$ cat config.mk
export PLATFORM = sky130hd
export DESIGN_NAME = m68k_cell
export DESIGN_NICKNAME = d
export VERILOG_FILES = /design/src/sv/assert_macros.svh /design/src/sv/m68k_pkg.sv /design/src/sv/m68k_cell.sv
export SDC_FILE = /design/constraint.sdc
export NUM_CORES = 1
export LEC_CHECK = 0
export BUFFER_PORTS_ARGS = -buffer_cell sky130_fd_sc_hd__buf_4
export CAP_MARGIN = 20
export CORE_MARGIN = 1.5
export CORE_UTILIZATION = 51
export CTS_CLUSTER_SIZE = 25
export DETAILED_ROUTE_END_ITERATION = 10
export PLACE_DENSITY = 0.85
export SETUP_SLACK_MARGIN = 0.02
export SYNTH_ARGS = -nofsm -noshare
export SYNTH_HDL_FRONTEND = slang
export SYNTH_SLANG_ARGS = --single-unit
$ cat constraint.sdc
create_clock -name clk_i -period 1.2 [get_ports clk_i]
set_input_delay 0.12 -clock clk_i [delete_from_list [all_inputs] [get_ports clk_i]]
set_output_delay 0.12 -clock clk_i [all_outputs]
set_load 0.1 [all_outputs]
$ cat src/sv/assert_macros.svh
// Assertion macros used by the integer execute unit top level.
`ifndef ASSERT_MACROS_SVH
`define ASSERT_MACROS_SVH
`ifndef ASSERT_OFF
`define ASSERT_IMPL(label, prop, msg) \
  label: assert property (@(posedge clk_i) disable iff (!rst_ni) prop) else $error(msg);
`define ASSERT_NEVER(label, expr, msg) \
  label: assert property (@(posedge clk_i) disable iff (!rst_ni) !(expr)) else $error(msg);
`else
`define ASSERT_IMPL(label, prop, msg)
`define ASSERT_NEVER(label, expr, msg)
`endif
`endif

$ cat src/sv/m68k_pkg.sv
// Shared types and codes for the 68000 integer execute unit.
`default_nettype none
package m68k_pkg;
  localparam int unsigned DivCells = 16;
  localparam logic [3:0] FN_DIVS = 4'd0;
  localparam logic [3:0] FN_DIVU = 4'd1;
  localparam logic [3:0] FN_MULS = 4'd2;
  localparam logic [3:0] FN_MULU = 4'd3;
  localparam logic [3:0] FN_NEG  = 4'd4;
  localparam logic [3:0] FN_NEGX = 4'd5;
  localparam logic [3:0] FN_CMP  = 4'd6;
  localparam logic [3:0] FN_CMPA = 4'd7;
  localparam logic [3:0] FN_TST  = 4'd8;
  localparam logic [3:0] FN_CLR  = 4'd9;
  localparam logic [3:0] FN_EXT  = 4'd10;
  localparam logic [1:0] SZ_BYTE = 2'd0;
  localparam logic [1:0] SZ_WORD = 2'd1;

  typedef struct packed {
    logic [31:0] value;
    logic        wb;
    logic [4:0]  ccr;
    logic        status;
  } res_t;

  // item moving down the divider chain
  typedef struct packed {
    logic        valid;
    logic        is_div;
    logic        is_signed;
    logic        neg_q;
    logic        neg_r;
    logic        ovf;
    logic [31:0] rem;   // running remainder / shifting dividend
    logic [15:0] quo;
    logic [15:0] dvs;   // divisor magnitude
    logic [31:0] dmag;  // dividend magnitude (kept for overflow check)
    res_t        res;   // non-divide result or divide template
  } div_t;
endpackage
`default_nettype wire

$ cat src/sv/m68k_cell.sv
// One restoring-division cell: one quotient bit per cycle while en_i is high.
`default_nettype none
module m68k_cell (
  input  wire logic             clk_i,
  input  wire logic             rst_ni,
  input  wire logic             en_i,
  input  wire m68k_pkg::div_t   in_i,
  output m68k_pkg::div_t        out_o
);
  import m68k_pkg::*;
  div_t d_d, d_q;
  logic [32:0] trial;
  always_comb begin
    d_d = in_i;
    trial = {in_i.rem, 1'b0} - {1'b0, in_i.dvs, 16'd0};
    if (in_i.is_div) begin
      if (!trial[32]) begin
        d_d.rem = trial[31:0];
        d_d.quo = {in_i.quo[14:0], 1'b1};
      end else begin
        d_d.rem = {in_i.rem[30:0], 1'b0};
        d_d.quo = {in_i.quo[14:0], 1'b0};
      end
    end
  end
  always_ff @(posedge clk_i or negedge rst_ni) begin
    if (!rst_ni) d_q <= '0;
    else if (en_i) d_q <= d_d;
  end
  assign out_o = d_q;
endmodule
`default_nettype wire
==> summary.md, run 1 <==
| Metric | Value |
|---|---|
| Status | stopped before the end |
| Last step reached | global routing (5_1_grt) |
| Error message | [ERROR DPL-0038] Utilization greater than 100%, impossible to legalize |
| Synth Register Bits | 141 |
| CTS H-Tree Depth | 4 |
| Top_reg_cell synth | dfrtp_1 |
| Clk sink count | 141 |
| Async SR Flop Fraction | 1.00 |
| Synthesis warning total | 0 |
| CTS Root Cell | clkbuf_16 |
| Post-Syn Area | 6620 sq um |
| Dpl hpwl | 15.7 mm |
| Worst EP post-GRT repair | out_o[120]$_DFFE_PN0P_/D |
| Largest net degree at the start of global routing | 62 |
| Main area contributors after synthesis | dfrtp_1, mux2_2, mux2i_1 |
| Top cells by count, synth | dfrtp_1, mux2_2, nor2_1 |
| FP Rows | 41 |
| Seq/Total Area, Yosys | 0.533 |
| Leading area contributor after synthesis | dfrtp_1 |
| Total CTS buffers | 17 |
| Die X | 117 um |
| Post-synth EDFFs | 0 |
| IO Pins | 285 |
| Pre-CTS WS | -1.28 ns |
| Synthesized instance count | ~570 |
| Clock tree buffer depth | 2 |
| Mapped Nets | around 730 |
| Average cell area after synthesis | roughly 12 sq um |
| Gpl congestion | roughly 0.9 |
| Height of the die | 117 um |
| Port bufs | roughly 280 |
| Placed cells | between 1000 and 1500 |
| Worst endpoint type | register data pin |
| Initial Util | 0.525 |
| Top cell type's share of synthesized area | 0.533 |
| Count leader, synth | dfrtp_1 |
| Yosys cell types | 46 |
-- logic make-up after synthesis --
group / after synthesis / synth area share
and+or+nand+nor: 92 / 0.0625
muxes: 131 / 0.216
DFF: 141 / 0.533
AOI/OAI and AO/OA: 115 / 0.107
buffers and inverters: 60 / 0.0357
xor gates and xnor gates: 10 / 0.0132
adders and majority gates: 17 / 0.0333
-- repair_timing --
action / in CTS
setup endpoints to repair: 158
buffers inserted: 8
endpoints found under the hold margin: 236
pin swaps: 12
resized for setup: 173
hold buffers: 96
gates cloned: 2
-- metrics by stage --
stage	hold slack [ns]	cell area, sq um	TNS (ns)	utilization
after floorplan	-0.176	6900	-15.11	-
after global placement	0.0203	9730	-17.33	0.771
after CTS	0.00141	12000	-10.59	0.951
after detailed placement	0.0249	9730	-18.67	0.771
==> run 2: changes to the inputs <==
--- a/config.mk
+++ b/config.mk
@@ -8,11 +8,9 @@
 export BUFFER_PORTS_ARGS = -buffer_cell sky130_fd_sc_hd__buf_4
 export CAP_MARGIN = 20
 export CORE_MARGIN = 1.5
-export CORE_UTILIZATION = 51
-export CTS_CLUSTER_SIZE = 25
+export CORE_UTILIZATION = 36
 export DETAILED_ROUTE_END_ITERATION = 10
-export PLACE_DENSITY = 0.85
-export SETUP_SLACK_MARGIN = 0.02
+export PLACE_DENSITY_LB_ADDON = 0.15
 export SYNTH_ARGS = -nofsm -noshare
 export SYNTH_HDL_FRONTEND = slang
 export SYNTH_SLANG_ARGS = --single-unit
==> run 2 against run 1 <==
Effect of this change: the flow now finishes, with violations (negative hold slack, negative setup slack); synthesized cell count did not move; synthesized area unchanged.
==> summary.md, run 2 <==
| Metric | Value |
|---|---|
| Clk_lat worst skew | 0.42 ns |
| Setup crit end kind | flip-flop |
| Async SR Flop Fraction | 1.00 (unchanged) |
| WL final | 21.4 mm |
| CTS tree | done |
| # DRC | 0 |
| Vias | 6092 |
| Setup CP Type | in -> reg |
| Leakage | 5.52 nW |
| Filler cells | 1322 |
| Area delta synth->final | 83.6% |
| Via density | 4.86 |
| Pre-antenna DRT Iters | 4 |
| Main area contributors after synthesis | dfrtp_1, mux2_2, mux2i_1 |
| Critical Path RT | 1.51 ns |
| RR Endpoint | out_o[133]$_DFFE_PN0P_ |
| Yosys cell types | 46 (unchanged) |
| Worst-path fanout max | 6 |
| Setup TNS | -10.62 ns |
| CP arrival | 2.21 ns |
| Total GRT Usage | 0.221 |
| Startpoint types | input pin |
| Final setup viols | 17 |
| DIE AREA | 19200 sq um |
| Largest family of logic cells by synthesized area | multiplexers |
| Final period utilization | 1.59 |
| Antenna violations before repair | 0 |
| Setup crit start | in_i[118] |
| Leading area contributor after synthesis | dfrtp_1 |
| Routed len/inst | 17.0 um |
| Post-Syn Area | 6620 sq um (unchanged) |
| Reg2Reg Setup Slack | about 0.27 ns |
| Synthesized instance count | 566 (unchanged) |
| Worst-path clk slew | 0.06 ns |
| Seq/Total Area, Yosys | 0.533 (unchanged) |
| Failing checks | negative hold slack, negative setup slack |
| Count leader, synth | dfrtp_1 |
| Synth Area in XOR/XNOR | 0.0132 (unchanged) |
| Setup slack after layout | -0.706 ns |
| Post-synth EDFFs | 0 (unchanged) |
| Core area | approximately 18000 sq um |
| Post-layout min period | 1.91 ns |
| Hold_buf cts | 96 (unchanged) |
| Gr busiest metal | met2 |
| Largest net degree at the start of global routing | 55 |
| Status | complete, but fails checks |
| Most frequent cells in the layout | buf_4, buf_6, dlygate4sd3_1 |
| RR Startpoint | out_o[133]$_DFFE_PN0P_ |
| CTS H-Tree Depth | 4 (unchanged) |
| Synth Area in Compound Gates | 0.107 (unchanged) |
| CTS Root Cell | clkbuf_16 |
| Share of layout cells above drive strength 1 | 0.606 |
| Height of the die | 139 um (+19%) |
| R2R depth | 4 |
| Dpl hpwl | 14.6 mm (-7.2%) |
| Port bufs | 284 (unchanged) |
| Fin. max-slew vios | 0 |
| Gpl congestion | 0.860 (-2.5%) |
| Synth Area in Adders | 0.0333 (unchanged) |
| Maxcap violations | 0 |
| M3 GR Usage | 0.0704 |
| Top cell type's share of synthesized area | 0.533 (unchanged) |
| Finished Core Util | 0.675 |
| Fmax achieved | ~0.52 GHz |
| Worst Hold Class | in -> reg |
| Grt met2 use | 0.384 |
| IO Pins | 285 (unchanged) |
| Nets | 1173 |
| Power Density | 1570 nW/um^2 |
| Top_reg_cell synth | dfrtp_1 |
| RSZ-0062 raised after global routing | true |
| Starting DRC count in detailed routing | between 200 and 250 |
| Post-Route Skew | 0 ns |
| Vias in the first global route | between 6000 and 7000 |
| Fin. Hold Viols | 1 |
| Critical Path Sink | out_o[126]$_DFFE_PN0P_ |
| Met1 Usage GRT | 0.257 |
| Top cells by count, synth | dfrtp_1, mux2_2, nor2_1 |
| Synth Register Bits | 141 (unchanged) |
| Rel. slew slack | 0.667 |
| Gr ovfl total | 0 |
| Worst slew pin tran | roughly 0.5 ns |
| Mux cell area share after synthesis | 0.216 (unchanged) |
| Hold WS | -0.0614 ns |
| Largest register FFs | 141 |
| Average cell area after synthesis | 11.7 sq um (unchanged) |
| VDD IR max | roughly 0.0011 V |
| FP Rows | 49 (+20%) |
| Synthesis warning total | 0 (unchanged) |
| Ant diodes | 0 |
| Simple-Gate Fraction of Synth Area | 0.0625 (unchanged) |
| ANT nets after route | 0 |
| Clock tree buffer depth | 2 (unchanged) |
| First-pass GRT wire length | 34.0 mm |
| Die X | 139 um (+19%) |
| Total CTS buffers | 17 (unchanged) |
| Commonest non-fill, non-tap cell in the layout | buf_4 |
| Mapped Nets | 727 (unchanged) |
| Clk sink count | 141 (unchanged) |
| Initial Util | 0.367 (-0.157) |
==> run 2: cell counts after synthesis <==
No cell type changed its count.
==> run 2: worst min-delay path by stage <==
stage                     depth (start not counted)     start               endpoint  slack (ns)
after floorplan                                   0    rst_ni   out_o[0]$_DFFE_PN0P_       -0.18
after global placement                            1    rst_ni   out_o[1]$_DFFE_PN0P_        0.02
after detailed placement                          1    rst_ni   out_o[8]$_DFFE_PN0P_        0.02
after CTS                                         2  in_i[81]  out_o[81]$_DFFE_PN0P_       -0.08
after global routing                              2  in_i[81]  out_o[81]$_DFFE_PN0P_       -0.08
final                                             2  in_i[81]  out_o[81]$_DFFE_PN0P_       -0.06
==> run 2: through the flow <==
stage / setup slack [ns] / total power, mW / cell area (sq um) / instances
after floorplan: -0.934 / 10.7 / 6890 / 566
after global placement: -1.12 / 12.6 / 9820 / 1120
after detailed placement: -1.18 / 12.7 / 9820 / 1120
after CTS: -0.660 / 18.9 / 11800 / 1253
after global routing: -0.741 / 19.8 / 12200 / 1254
final: -0.706 / 19.1 / 12200 / 1254
==> run 2: report_power, final <==
group / internal (mW) / leakage, nW / switching [mW]
Clock: 3.39 / 0.307 / 2.22
Combinational: 2.54 / 3.68 / 5.21
Sequential: 5.32 / 1.54 / 0.406
Total: 11.2 / 5.52 / 7.84
==> run 2: per-layer routing <==
layer	share of wire	wire [um]
met1	0.40	8630
met2	0.51	10900
met3	0.069	1470
met4	0.019	412
met5	0	0
==> run 2: critical path, cell delays in order <==
cell	delay, ns
buf_4	0.09
inv_1	0.05
ha_2	0.18
fa_2	0.34
nand2b_4	0.17
a21oi_4	0.19
nor2_2	0.09
o31ai_4	0.28
a21oi_4	0.08
buf_12	0.15
buf_6	0.12
buf_6	0.12
o311ai_1	0.23
==> run 2: area by class of cell <==
class	count	area [sq um]	share of cell area
Timing Repair Buffer	457	4390	0.361
Sequential cell	141	3640	0.300
Multi-Input combinational cell	365	3100	0.255
Clock buffer	19	443	0.0364
Tap cell	229	287	0.0236
Clock inverter	13	175	0.0144
Inverter	30	128	0.0105
==> run 2: what timing repair did <==
action                                 4_1_cts  5_1_grt
gates resized for setup                    108       82
endpoints found under the hold margin      236        1
buffers inserted                             5        1
setup endpoints to repair                   98       80
pin swaps                                    9        4
==> run 2: cell families (layout without fill, tap and decap cells) <==
kind of cell	count (synthesis)	in the layout
multiplexers	131	131
buffers and inverters	60	519
AO/OA/AOI/OAI	115	115
XOR/XNOR	10	10
flip-flops	141	141
AND/OR/NAND/NOR	92	92
adder cells (fa/ha/maj)	17	17
(Power assumes the default switching activity.)
